## src/rtl/core/pidaw_pkg.sv

```systemverilog
// Shared widths, register indexes and gain-term codes for the PID controller.
package pidaw_pkg;

  localparam int DT_FRAC  = 24;
  localparam int MUL_A_W  = 33;
  localparam int MUL_B_W  = 32;
  localparam int MUL_P_W  = MUL_A_W + MUL_B_W;
  localparam int DIV_N_W  = 64;
  localparam int DIV_D_W  = 33;
  localparam int DIV_Q_W  = 32;
  localparam int CFG_IDX_W = 3;

  // configuration register indexes
  localparam logic [CFG_IDX_W-1:0] REG_KP    = 3'd0;
  localparam logic [CFG_IDX_W-1:0] REG_KI    = 3'd1;
  localparam logic [CFG_IDX_W-1:0] REG_KD    = 3'd2;
  localparam logic [CFG_IDX_W-1:0] REG_KAW   = 3'd3;
  localparam logic [CFG_IDX_W-1:0] REG_TCONST = 3'd4;
  localparam logic [CFG_IDX_W-1:0] REG_LIMIT = 3'd5;

  // gain terms, in evaluation order
  localparam logic [1:0] TERM_P   = 2'd0;
  localparam logic [1:0] TERM_I   = 2'd1;
  localparam logic [1:0] TERM_AW  = 2'd2;
  localparam logic [1:0] TERM_D   = 2'd3;

  typedef struct packed {
    logic busy;
    logic done;
  } div_stat_t;

endpackage

```

## src/rtl/core/pidaw_mul.sv

```systemverilog
// Shared unsigned multiplier with registered product.
module pidaw_mul import pidaw_pkg::*; (
  input  logic               clk,
  input  logic [MUL_A_W-1:0] a,
  input  logic [MUL_B_W-1:0] b,
  output logic [MUL_P_W-1:0] p_r
);

  always_ff @(posedge clk) begin
    p_r <= MUL_P_W'(a) * MUL_P_W'(b);
  end

endmodule

```

## config.mk

```make
export PLATFORM = sky130hd
export DESIGN_NAME = pidaw_mul
export DESIGN_NICKNAME = d
export VERILOG_FILES = /design/src/rtl/core/pidaw_pkg.sv /design/src/rtl/core/pidaw_mul.sv
export SDC_FILE = /design/constraint.sdc
export NUM_CORES = 2
export LEC_CHECK = 0
export BUFFER_PORTS_ARGS = -buffer_cell sky130_fd_sc_hd__buf_2
export CAP_MARGIN = 40
export CORE_UTILIZATION = 50
export DETAILED_ROUTE_END_ITERATION = 16
export HOLD_SLACK_MARGIN = 0.06
export PLACE_DENSITY = 0.69
export SYNTH_ARGS = -nofsm -noshare
export SYNTH_HDL_FRONTEND = slang
export SYNTH_SLANG_ARGS = --single-unit
```

## constraint.sdc

```tcl
create_clock -name clk -period 8.29 [get_ports clk]
set_clock_uncertainty 0.05 [all_clocks]
set_input_delay 1.2435 -clock clk [delete_from_list [all_inputs] [get_ports clk]]
set_output_delay 1.2435 -clock clk [all_outputs]
set_load 0.02 [all_outputs]
```

==> flow_summary_export.csv <==
group,metric,value,unit
run_status,status,"finished clean",
global_routing,grt_pass1_vias,28810,
floorplan,rows,97,
global_routing,grt_max_degree,26,
synth,synth_top_family_by_area,"adder cells",
placed_design,gp_congestion,0.9270,
global_routing,antenna_found_initial,7,
synth,synth_warnings,0,
synth,synth-xor-area-share,0.01380,
global_routing,grt_use_total,0.2753,
cts,clkSlewWorstSetupHoldPaths,0.07,ns
worst_setup_path,max_stage_delay,0.58,ns
worst_setup_path,path_class,"in2reg",
global_routing,grt-ovfl-total,0,
synth,synth_area,35550,um^2
synth,async_flop_share,0,
final_layout,final_cell_area,39860,um^2
cts,cts_root_buffer,"clkbuf_16",
synth,synth-seq-cells,65,
cts,htree_levels,3,
worst_setup_path,crit_chain,"buf_2 > buf_4 > and2_1 > fa_1 > inv_1 > fa_1 > fa_1 > fa_1 > inv_1 > fa_1 > fa_1 > fa_1 > fa_1 > ha_2 > a21oi_1 > o21bai_1 > a211oi_1 > or3_1 > a31oi_2 > o311a_1 > buf_4 > nor2b_1 > xnor2_1",
placed_design,placed_cells,5122,
job,max_cap_viol_count,0,
worst_setup_path,endpoint,"p_r[50]",
hold_path,worstHoldPathType,"in2reg",
final_layout,final_cells,5144,
final_layout,area_delta_synth_final,12.11,%
worst_setup_path,worstPathRequired,8.51,ns
synth,synth_cell_type_count,67,
synth,synth_compound_area_frac,0.04171,
placed_design,pre_cts_ws,-0.3879,ns
final_layout,layout-drive-gt1-share,0.1217,
sta,period_needed,8.032,ns
floorplan,initial_core_util,0.5068,
floorplan,die_h,268.6,um
synth,synth-edff-count,0,
final_layout,fin_nets,5450,
route,dr.pass1.iters,6,
sta,tightest_slew,0.5172,ns
sta,tns,0,ns
floorplan,fp.coreArea,70150,um^2
synth,synthSimpleGateAreaFrac,0.1720,
placed_design,port_buffers,130,
synth,yosysSeqAreaShare,0.03660,
placed_design,dp_hpwl,83440,um
synth,synth_fa_ha_area_frac,0.6144,
sta,worst_slack,0.2577,ns
route,post-route-drc-count,0,
cts,ctsLongestPathBuffers,2,
sta,hold_viol,0,
sta,setup_violations,0,
floorplan,die_area,72170,um^2
placed_design,placed_cell_area,39450,um^2
worst_setup_path,cp_max_fo,9,
sta,fin_crit_sh,0.9689,
cts,clock-sinks,65,
synth,synth_mux_area_frac,0.0003168,
sta,max_freq,124.5,MHz
route,drt_iter0_markers,1575,
sta,maxSlewViolCount,0,
final_layout,top_regs,"p_r (65)",
final_layout,largest_reg_flops,65,
route,postRouteAntennaNets,0,
cts,cts-buffers-inserted,9,
cts,ctsHoldBuffers,0,
worst_setup_path,endpoint_kind,"flop",
route,avgRoutedWirePerCell,18.26,um
global_routing,grt_pass1_wl,152400,um
worst_setup_path,cpMostUsedCell,"fa_1",
route,viasPerCell,5.196,
worst_setup_path,cp_slowest_cell,"fa_1",
synth,ys.flop_type,"dfxtp_1",
sta,relSlewSlack,0.6531,
synth,syn_nets,5185,
floorplan,die_width,268.6,um
cts,cts_tree,"yes",
sta,grt_setup_unrepaired,"no",
synth,avgSynthCellArea,9.048,um^2
worst_setup_path,worstSetupStartpointType,"input pin",
floorplan,ios,131,
final_layout,top_register,"p_r",
synth,synth_cells,3929,
worst_setup_path,crit_path_start,"b[2]",
route,via_count,26730,
route,wl,93910,um
worst_setup_path,arrival,8.26,ns
## cells in the final DEF (no fill, tap or decap), types with 37 or more instances in the layout
master,n
a21oi_1,79
and2_1,488
buf_2,111
buf_4,316
dfxtp_1,65
fa_1,926
ha_1,262
inv_1,930
nand2_1,632
nor2_1,37
## cell usage after synthesis, drive strengths merged (4+ instances only)
cell type / count / area share
a211oi: 8 / 0.0018
a21o: 27 / 0.0057
a21oi: 81 / 0.012
a311oi: 4 / 0.00099
a31oi: 8 / 0.0014
and2: 492 / 0.087
and3: 9 / 0.0016
buf: 4 / 0.00056
clkbuf: 213 / 0.022
dfxtp: 65 / 0.037
fa: 926 / 0.52
ha: 264 / 0.093
inv: 930 / 0.098
nand2: 632 / 0.067
nand2b: 4 / 0.00070
nand3: 20 / 0.0028
nand4: 13 / 0.0023
nor2: 37 / 0.0039
nor2b: 6 / 0.0011
nor3: 12 / 0.0017
nor4: 4 / 0.00070
o211ai: 4 / 0.00084
o21ai: 38 / 0.0056
o21bai: 18 / 0.0038
o31ai: 6 / 0.0017
xnor2: 33 / 0.0081
xor2: 23 / 0.0057
## repair_timing
action | in CTS | in global routing
hold endpoints to repair | 0 | 0
setup buffers | 0 | 1
gates cloned | 0 | 0
setup endpoints to repair | 2 | 14
pin swaps | 0 | 2
gates resized for setup | 1 | 29
## per-stage QoR
step                  util  hold slack [ns]
detailed placement  0.5623            1.609
CTS                 0.5666            1.431
finish              0.5682            1.436
global route        0.5681            1.449
global placement    0.5623            1.608
floorplan                -            1.321
## cell families (layout without fill, tap and decap cells)
| family | count (synthesis) | in the layout |
|---|---|---|
| AOI/OAI and AO/OA | 224 | 224 |
| xor gates and xnor gates | 56 | 56 |
| adders and majority gates | 1190 | 1190 |
| buffers and inverters | 1147 | 1417 |
| DFF | 65 | 65 |
| muxes | 1 | 1 |
| other | 0 | 5 |
| and+or+nand+nor | 1246 | 1246 |
## final cells by class
cell class,count,area [um^2]
timing repair buffer,471,3596
sequential,65,1301
antenna,5,12.51
fill,6377,30290
clock inverter,7,71.32
tap,940,1176
multi-input combinational,2717,29980
inverter,930,3491
clock buffer,9,225.2
## how the worst min path moves through the flow
stage	start	end	slack (ns)	cells after the start
finish	a[0]	p_r[0]	1.44	3
global route	a[0]	p_r[0]	1.45	3
CTS	a[0]	p_r[0]	1.43	3
detailed placement	p_r[15]	p_r[15]	1.61	1
global placement	p_r[17]	p_r[17]	1.61	1
floorplan	b[0]	p_r[0]	1.32	1
## metal layers
| layer | vias to the layer above | global-route usage | routed length [um] |
|---|---|---|---|
| met1 | 13810 | 0.3465 | 36760 |
| met3 | 197 | 0.02676 | 4505 |
| li1 | 11890 | - | - |
| met4 | 0 | 0.1032 | 3910 |
| met2 | 835 | 0.4897 | 48740 |
| met5 | - | 0 | 0 |
## worst max-delay path: cells and delay by family
family	cells	cell delay, ns
adders and majority gates	9	4.42
AOI/OAI and AO/OA	5	1.21
buffers and inverters	5	0.64
and+or+nand+nor	3	0.59
xor gates and xnor gates	1	0.16
Power is left out: the tool's default activity adds up to more than one toggle a clock period on the data nets, which glitch-free logic cannot reach.
