[src/rtl/core/pidaw_pkg.sv]
// Shared widths, register indexes and gain-term codes for the PID controller.
package pidaw_pkg;

  localparam int DT_FRAC  = 24;
  localparam int MUL_A_W  = 33;
  localparam int MUL_B_W  = 32;
  localparam int MUL_P_W  = MUL_A_W + MUL_B_W;
  localparam int DIV_N_W  = 64;
  localparam int DIV_D_W  = 33;
  localparam int DIV_Q_W  = 32;
  localparam int CFG_IDX_W = 3;

  // configuration register indexes
  localparam logic [CFG_IDX_W-1:0] REG_KP    = 3'd0;
  localparam logic [CFG_IDX_W-1:0] REG_KI    = 3'd1;
  localparam logic [CFG_IDX_W-1:0] REG_KD    = 3'd2;
  localparam logic [CFG_IDX_W-1:0] REG_KAW   = 3'd3;
  localparam logic [CFG_IDX_W-1:0] REG_TCONST = 3'd4;
  localparam logic [CFG_IDX_W-1:0] REG_LIMIT = 3'd5;

  // gain terms, in evaluation order
  localparam logic [1:0] TERM_P   = 2'd0;
  localparam logic [1:0] TERM_I   = 2'd1;
  localparam logic [1:0] TERM_AW  = 2'd2;
  localparam logic [1:0] TERM_D   = 2'd3;

  typedef struct packed {
    logic busy;
    logic done;
  } div_stat_t;

endpackage

[src/rtl/core/pidaw_div.sv]
// Restoring divider, one quotient bit per cycle; expects dividend < divisor * 2^32.
module pidaw_div import pidaw_pkg::*; (
  input  logic               clk,
  input  logic               rst_n,
  input  logic               start,
  input  logic [DIV_N_W-1:0] dividend,
  input  logic [DIV_D_W-1:0] divisor,
  output logic [DIV_Q_W-1:0] quo_r,
  output div_stat_t          stat
);

  localparam int CNT_W = $clog2(DIV_Q_W);

  logic [DIV_D_W-1:0] rem_r;
  logic [DIV_D_W-1:0] dvs_r;
  logic [CNT_W-1:0]   cnt_r;
  logic               busy_r;
  logic               done_r;
  logic [DIV_D_W:0]   trial;
  logic               ge;

  assign trial = {rem_r, quo_r[DIV_Q_W-1]};
  assign ge    = trial >= {1'b0, dvs_r};
  assign stat  = '{busy: busy_r, done: done_r};

  always_ff @(posedge clk) begin
    if (!rst_n) begin
      busy_r <= 1'b0;
      done_r <= 1'b0;
      cnt_r  <= '0;
    end else if (start) begin
      rem_r  <= DIV_D_W'(dividend[DIV_N_W-1:DIV_Q_W]);
      quo_r  <= dividend[DIV_Q_W-1:0];
      dvs_r  <= divisor;
      cnt_r  <= '0;
      busy_r <= 1'b1;
      done_r <= 1'b0;
    end else if (busy_r) begin
      rem_r <= ge ? DIV_D_W'(trial - {1'b0, dvs_r}) : trial[DIV_D_W-1:0];
      quo_r <= {quo_r[DIV_Q_W-2:0], ge};
      cnt_r <= cnt_r + 1'b1;
      if (cnt_r == CNT_W'(DIV_Q_W - 1)) begin
        busy_r <= 1'b0;
        done_r <= 1'b1;
      end
    end else begin
      done_r <= 1'b0;
    end
  end

endmodule
[config.mk]
export PLATFORM = sky130hd
export DESIGN_NAME = pidaw_div
export DESIGN_NICKNAME = d
export VERILOG_FILES = /design/src/rtl/core/pidaw_pkg.sv /design/src/rtl/core/pidaw_div.sv
export SDC_FILE = /design/constraint.sdc
export NUM_CORES = 1
export LEC_CHECK = 0
export BUFFER_PORTS_ARGS = -buffer_cell sky130_fd_sc_hd__buf_2
export CORE_MARGIN = 5
export CORE_UTILIZATION = 50
export DETAILED_ROUTE_END_ITERATION = 10
export PLACE_DENSITY = 0.88
export SETUP_SLACK_MARGIN = 0.02
export SLEW_MARGIN = 20
export SYNTH_ARGS = -nofsm -noshare
export SYNTH_HDL_FRONTEND = slang
export SYNTH_SLANG_ARGS = --single-unit
export TNS_END_PERCENT = 5
[constraint.sdc]
create_clock -name clk -period 3.4 [get_ports clk]
set_clock_uncertainty 0.2 [all_clocks]
set_input_delay 0.68 -clock clk [delete_from_list [all_inputs] [get_ports clk]]
set_output_delay 0.68 -clock clk [all_outputs]
set_load 0.02 [all_outputs]
==> results_dict.tcl, run 1 <==
set metrics [dict create \
    fillCellCount 1072 \
    finalCriticalPeriod_ps 3310 \
    stdcell_count 897 \
    slowest_stage "edfxtp_1" \
    max_freq_mhz 302 \
    antenna_cells 0 \
    required_ps 3300 \
    synth_fp_nets 709 \
    hold_path_class "input pin to flip-flop" \
    cpLargestDelayFamily "compound AO/OA/AOI/OAI gates" \
    setup_viol 0 \
    worst_slack_ps 91.0 \
    hold_viol_final 0 \
    cts-hold-fix-buffers 0 \
    wl_per_cell_um 16.6 \
    path_clk_slew_ps 70 \
    clk_latency_ps 350 \
    htreeDepth 3 \
    placement.io_buffers 133 \
    die_x_um 122 \
    drtIter0Drc 255 \
    async_reset_ff_frac 0 \
    status "completed" \
    cp_max_fo 17 \
    drc 0 \
    drv_cap 0 \
    synth_edf_count 98 \
    routabilityCongestion 0.901 \
    grt_pass1_vias 4949 \
    postSynthAreaPerCell_um2 11.0 \
    rsz0062_at_grt "true" \
    worstMarginPinSlew_ps 494 \
    final_util 0.603 \
    critPathMaxStageDelay_ps 390 \
    netlist_area_um2 6280 \
    startpoint_type "flip-flop" \
    fin_crit_sh 0.973 \
    die_h_um 122 \
    placedCellCount 876 \
    crit_arrival_ps 3210 \
    yosys_warnings 0 \
    finalWirelength_um 14900 \
    cts_buffer_depth 2 \
    dr.pass1.iters 6 \
    ys_types 62 \
    grt_max_degree 36 \
    p_sw_frac 0.304 \
    grt_usage 0.202 \
    ctsRootBufferMaster "clkbuf_16" \
    netlist_top_cells_count "98 x edfxtp_1, 50 x nor2_1, 45 x a21oi_1" \
    rows 41 \
    globalRouteOverflowTotal 0 \
    yosysTopAreaCellShare 0.469 \
    final_nets 856 \
    synthTopCellsByArea "edfxtp_1 47%, ha_1 7.0%, mux2_2 5.9%" \
    vias_per_cell 5.51 \
    grt_pass1_wl_um 23700 \
    clockPowerShare 0.271 \
    ys.flop_type "edfxtp_1" \
    p_int_mw 2.51 \
    drtAntennaViolNets 0 \
    cts_tree "built" \
    syn_inst 573 \
    num_vias 4938 \
    drive_gt1_frac 0.309 \
    yosysSeqAreaShare 0.491 \
    cp_cell_sequence "inv_1, ha_1, inv_1, fa_2, a211oi_2, o211ai_2, a21oi_2, a211oi_2, o2111a_2, or2_1, buf_6, o21ai_0, a21oi_1" \
    relSlewSlack 0.662 \
    path_buf_inv 3 \
    synth_top_area_cell "edfxtp_1" \
    cts-buffers-inserted 9 \
    antenna_found_initial 1 \
    maxSlewViolCount 0 \
    crit_type "flip-flop to flip-flop" \
    initial_core_util 0.503 \
    place_hpwl_um 11100 \
    core_um2 12500 \
    cts.sinks 105 \
    endpoint_kind "flip-flop" \
    power_switching_mw 1.10 \
    ir_drop_v 0.000354 \
    combPwrFrac 0.288 \
    fp.dieArea_um2 14900 \
    pwr-share-seq 0.441 \
    synth-seq-cells 105 \
    ioPinCount 134 \
    power_mw 3.60 \
    pre_cts_ws_ps 4.61 \
    power_density_nw_per_um2 479 \
    synth.most_common_cell "edfxtp_1" \
    syn_to_final_growth_pct 19.8 \
    leakage_nw 3.24 \
]
[placed cells by master (no fill, tap or decap), types with 5 or more instances in the layout]
master and count:
nand3_1 13, nor2_1 50, a21o_1 15, a21oi_1 45
ha_1 35, o21ai_0 28, buf_4 26, inv_1 42
buf_2 133, nor3_1 10, nand2_1 32, clkbuf_16 9
o21a_1 6, mux2_2 33, xor2_1 10, mux2i_1 22
nand4_1 10, o21ai_1 5, xnor2_1 13, o31ai_1 5
edfxtp_1 98, dfxtp_1 7
[power by group through the flow]
stage               sequential [mW]  combinational, mW  clock (mW)
floorplan                      1.63              0.716           0
global placement               1.61              0.978           0
detailed placement             1.62               1.00           0
CTS                            1.59               1.02        1.01
global route                   1.60               1.14        1.06
finish                         1.59               1.04       0.977
[metal layers]
metal	vias up	track usage	share of wire
met1	2262	0.258	0.42
met3	31	0.0701	0.10
met2	218	0.315	0.45
met5	-	0	0.00087
met4	2	0.0861	0.025
li1	2425	-	-
[cell families after synthesis]
logic type,after synthesis,share of synthesized area
AOI/OAI and AO/OA,142,0.148
xor gates and xnor gates,23,0.0321
adders and majority gates,36,0.0730
buffers and inverters,67,0.0482
DFF,105,0.491
muxes,56,0.0967
and+or+nand+nor,144,0.111
[through the flow]
stage | area [um2] | hold WS, ps | TNS, ps
6_report | 7520 | 297 | 0
5_1_grt | 7520 | 278 | -28.7
4_1_cts | 7480 | 280 | 0
3_5_place_dp | 7190 | 293 | 0
3_3_place_gp | 7190 | 282 | 0
2_1_floorplan | 6280 | 267 | 0
[state kept, by name, indices dropped and copies added (netlist names)]
register,cells
done_r,1
quo_r,32
busy_r,1
cnt_r,5
dvs_r,33
rem_r,33
[area by class of cell]
type,count,area [um2],share of cell area
timing repair buffer,161,883,0.117
tap,172,215,0.0286
multi-input combinational,401,2900,0.386
sequential,105,3080,0.410
inverter,42,158,0.0210
clock buffer,10,229,0.0304
clock inverter,6,48.8,0.00649
[path summary, 6_finish.rpt]
| kind | startpoint | to | slack [ps] | cells after the start |
|---|---|---|---|---|
| worst max-delay path | quo_r[31] | rem_r[12] | 90 | 13 |
| worst min-delay path | divisor[32] | dvs_r[32] | 300 | 1 |
| worst max register to register | quo_r[31] | rem_r[12] | 90 | 13 |
| worst min register to register | cnt_r[4] | cnt_r[4] | 310 | 2 |
[what timing repair did]
action | in CTS | in global routing
pin swaps | 2 | 4
endpoints found under the setup margin | 7 | 32
setup buffers | 2 | 3
gates resized for setup | 1 | 6
No activity file was read; power rests on OpenSTA's default activity.
==> run 2, diff against run 1 <==
Settings changed: CORE_ASPECT_RATIO set to 0.5.
==> run 2 against run 1 <==
Net effect:
- first-iteration DRC count up 110%
- flip-flop and latch count unchanged
- non-clock buffer count up 2
- count of clock-buffer cells in the layout down 1
- cell count down 0.56%
- sequential power about the same
==> results_dict.tcl, run 2 (synthesis gave the netlist of run 1 again) <==
set metrics [dict create \
    fin_crit_sh 0.977 \
    leakage_nw 3.28 \
    die_x_um 168 \
    tns_ps 0 \
    relSlewSlack 0.630 \
    maxSlewViolCount 0 \
    drtIter0Drc 530 \
    drive_gt1_frac 0.316 \
    dr.pass1.iters 5 \
    crit_type "flip-flop to flip-flop" \
    routabilityCongestion 0.964 \
    rows 28 \
    num_vias 5082 \
    placement.io_buffers 133 \
    final_nets 858 \
    antenna_found_initial 0 \
    htreeDepth 3 \
    grt_max_degree 41 \
    ctsRootBufferMaster "clkbuf_16" \
    syn_to_final_growth_pct 21.1 \
    finalCriticalPeriod_ps 3320 \
    vias_per_cell 5.70 \
    finalWirelength_um 16000 \
    hold_path_class "input pin to flip-flop" \
    drv_cap 0 \
    cp_max_fo 24 \
    final_cell_mix "133 x buf_2, 98 x edfxtp_1, 49 x nor2_1" \
    cts.sinks 105 \
    multi_input_area_um2 2910 \
    core_um2 12100 \
    path_clk_slew_ps 80 \
    crit_arrival_ps 3200 \
    power_mw 3.77 \
    dpl_cell_area_um2 7240 \
    grt_pass1_vias 5074 \
    grt_pass1_wl_um 25100 \
    reg_top3 "dvs_r: 33 flops, rem_r: 33 flops, quo_r: 32 flops" \
    status "completed" \
    clk_latency_ps 360 \
    regArea_um2 3080 \
    grt_usage 0.210 \
    power_density_nw_per_um2 496 \
    globalRouteOverflowTotal 0 \
    wl_per_cell_um 18.0 \
    cts_tree "built" \
    cts-buffers-inserted 9 \
    cts_buffer_depth 2 \
    startpoint_type "flip-flop" \
    antenna_cells 0 \
    endpoint_kind "flip-flop" \
    initial_core_util 0.521 \
    fp.dieArea_um2 15000 \
    design_area_um2 7600 \
    setup_viol 0 \
    ioPinCount 134 \
    hold_viol_final 0 \
    rsz0062_at_grt "true" \
    max_freq_mhz 301 \
    place_hpwl_um 12000 \
    die_h_um 89.2 \
    ir_drop_v 0.000354 \
    fillCellCount 937 \
    required_ps 3280 \
    final_util 0.631 \
    drtAntennaViolNets 0 \
    final_common_cell "buf_2" \
    drc 0 \
    worstMarginPinSlew_ps 554 \
]
-- run 2: through the flow --
step	hold WS, ps	setup WS, ps	instances
after floorplan	267	39.2	573
after global placement	282	119	872
after detailed placement	292	12.5	872
after CTS	287	29.5	889
after global routing	285	-84.5	892
final	291	77.7	892
-- run 2: routing by layer --
| layer | wire length, um | vias to the layer above | GRT usage | share of wire |
|---|---|---|---|---|
| li1 | - | 2421 | - | - |
| met1 | 6760 | 2415 | 0.273 | 0.42 |
| met5 | 0 | - | 0 | 0 |
| met2 | 7760 | 214 | 0.359 | 0.48 |
| met3 | 1210 | 32 | 0.0526 | 0.076 |
| met4 | 282 | 0 | 0.0582 | 0.018 |
-- run 2: final timing paths --
path / slack (ps) / start / to / cells after the start
worst max-delay path: 80 / quo_r[31] / rem_r[5] / 13
worst min-delay path: 290 / divisor[20] / dvs_r[20] / 1
worst max register to register: 80 / quo_r[31] / rem_r[5] / 13
worst min register to register: 310 / cnt_r[3] / cnt_r[3] / 2
-- run 2: critical path, stage by stage, from the launching register on --
cell,delay [ps]
edfxtp_1,400
inv_1,80
ha_2,190
inv_2,40
fa_2,360
a211oi_2,290
o211ai_2,120
a21oi_2,180
a211oi_2,110
o2111a_2,350
or2_4,260
buf_12,180
mux2i_1,190
a21oi_1,90
-- run 2: area by class of cell --
cell class              instances  share of cell area
flip-flops and latches        105               0.406
repair buffers                163               0.123
inverters                      42              0.0207
clock inverters                 7              0.0109
well taps                     165              0.0272
clock buffers                   9              0.0296
multi-input cells             401               0.383
-- run 2: what timing repair did --
| action | 4_1_cts | 5_1_grt |
|---|---|---|
| pin swaps | 3 | 8 |
| setup endpoints to repair | 22 | 33 |
| buffers inserted | 1 | 3 |
| gates resized for setup | 0 | 12 |
| hold buffers | 0 | 0 |
-- run 2: power by group --
group	internal (mW)	leakage [nW]	switching (mW)
registers	1.54	0.983	0.0516
logic	0.469	2.14	0.605
clock network	0.588	0.152	0.516
==> run 3, diff against run 2 <==
Clock period 3.4 ns to 2.71 ns, I/O delays scaled along.
==> run 3 against run 2 <==
Net effect:
- the run now ends with setup timing left
- global-route usage is 1.1 points higher
- routed wire length is 5.7% higher
- count of clock-buffer cells in the layout stayed put
- fmax up 2.3%
- critical path depth did not move
- critical path type unchanged
- critical endpoint is now rem_r[12]
- largest cell class unchanged
==> results_dict.tcl, run 3 (synthesis gave the netlist of run 1 again) <==
set metrics [dict create \
    ctsRootBufferMaster "clkbuf_16" \
    cp_cell_sequence "inv_1, ha_1, inv_1, fa_2, a211oi_4, o211ai_2, a21oi_2, a211oi_2, o2111a_2, or2_4, buf_12, o21ai_2, a21oi_1" \
    final_cell_mix "133 x buf_2, 98 x edfxtp_1, 97 x buf_4" \
    routabilityCongestion 0.933 \
    fillCellCount 885 \
    slowest_stage "fa_2" \
    cts-hold-fix-buffers 0 \
    path_clk_slew_ps 80 \
    drv_cap 0 \
    rows 28 \
    grt_max_degree 53 \
    worst_slack_ps -539 \
    hold_start "divisor[3]" \
    status "finished with violations" \
    crit_start "quo_r[31]" \
    drc 0 \
    power_density_nw_per_um2 600 \
    wl_per_cell_um 17.6 \
    htreeDepth 3 \
    vias_per_cell 5.63 \
    dr.pass1.iters 5 \
    grt_pass1_wl_um 26500 \
    drive_gt1_frac 0.384 \
    die_x_um 168 \
    cp_max_fo 18 \
    reg_top3 "dvs_r: 33 flops, rem_r: 33 flops, quo_r: 32 flops" \
    finalCriticalPeriod_ps 3250 \
    r2r-start "quo_r[31]" \
    drtAntennaViolNets 0 \
    dpl_cell_area_um2 7780 \
    cts_buffer_depth 2 \
    ir_drop_v 0.000337 \
    crit_top_cell "inv_1" \
    ioPinCount 134 \
    cp.depth 13 \
    crit_arrival_ps 3130 \
    cts_tree "built" \
    leakage_nw 3.62 \
    setup_viol 34 \
    place_hpwl_um 12500 \
    fp.dieArea_um2 15000 \
    fin_crit_sh 1.20 \
    endpoint_kind "flip-flop" \
    placement.io_buffers 133 \
    startpoint_type "flip-flop" \
    cts.sinks 105 \
    cpLargestDelayFamily "compound AO/OA/AOI/OAI gates" \
    design_area_um2 8190 \
    pre_cts_ws_ps -566 \
    hold_viol_final 0 \
    drt-met1-wl_um 7170 \
    max_freq_mhz 308 \
    maxSlewViolCount 0 \
    clk_latency_ps 350 \
    core_um2 12100 \
    rsz0062_at_grt "true" \
    cp-endpoint "rem_r[12]" \
    hold_path_class "input pin to flip-flop" \
    critPathMaxStageDelay_ps 390 \
    relSlewSlack 0.680 \
    syn_to_final_growth_pct 30.4 \
    final_util 0.679 \
    required_ps 2590 \
    grt_usage 0.221 \
    dr_wl_met3_um 1170 \
    cts-buffers-inserted 9 \
    initial_core_util 0.521 \
    topRoutingLayerUsed "met4" \
    final_common_cell "buf_2" \
    worstMarginPinSlew_ps 480 \
    violations "setup timing" \
    die_h_um 89.2 \
    globalRouteOverflowTotal 0 \
    tns_ps -16610 \
    drtIter0Drc 499 \
    wl_met2_um 8110 \
    finalWirelength_um 16900 \
    path_buf_inv 3 \
    rrSetupSlack_ps -540 \
    crit_type "flip-flop to flip-flop" \
    antenna_cells 0 \
    final_nets 930 \
    antenna_found_initial 0 \
    timing.rr.end "rem_r[12]" \
    num_vias 5423 \
    power_mw 4.91 \
    grt_pass1_vias 5539 \
    r2r_cells 13 \
]
[run 3: cell types whose count changed in the layout (fill, tap and decap cells not counted), sizes merged]
cell and delta:
inv -1, clkinvlp +2, bufinv -1, buf +72
[run 3: how the worst min path moves through the flow]
stage | depth (start not counted) | endpoint
2_1_floorplan | 2 | cnt_r[4]
3_3_place_gp | 2 | cnt_r[4]
4_1_cts | 1 | dvs_r[3]
6_report | 1 | dvs_r[3]
5_1_grt | 1 | dvs_r[18]
3_5_place_dp | 2 | cnt_r[3]
[run 3: report_power, final]
part | internal (mW) | total, mW | switching, mW | leakage [nW]
registers | 1.93 | 2.00 | 0.0652 | 0.983
clock network | 0.655 | 1.31 | 0.657 | 0.141
logic | 0.772 | 1.60 | 0.828 | 2.50
total | 3.36 | 4.91 | 1.55 | 3.62
[run 3: layout make-up]
cell class                      instances  area [um2]  area share
Sequential cell                       105        3080       0.377
Multi-Input combinational cell        401        2950       0.361
Timing Repair Buffer                  235        1490       0.181
Clock buffer                            9         225      0.0275
Tap cell                              165         206      0.0252
Inverter                               42         158      0.0193
Clock inverter                          7        73.8     0.00902
[run 3: timing repair]
item,4_1_cts,5_1_grt
buffers inserted,2,0
pin swaps,6,8
setup endpoints to repair,34,34
gates resized for setup,19,8
[run 3: per-stage QoR]
stage / std cells / hold slack (ps)
4_1_cts: 964 / 149
2_1_floorplan: 573 / 267
3_5_place_dp: 946 / 302
6_report: 964 / 157
5_1_grt: 964 / 143
3_3_place_gp: 946 / 281
[run 3: layer usage]
| metal | vias up | track usage |
|---|---|---|
| met1 | 2566 | 0.287 |
| met2 | 240 | 0.380 |
| li1 | 2564 | - |
| met5 | - | 0 |
| met4 | 0 | 0.0722 |
| met3 | 53 | 0.0468 |
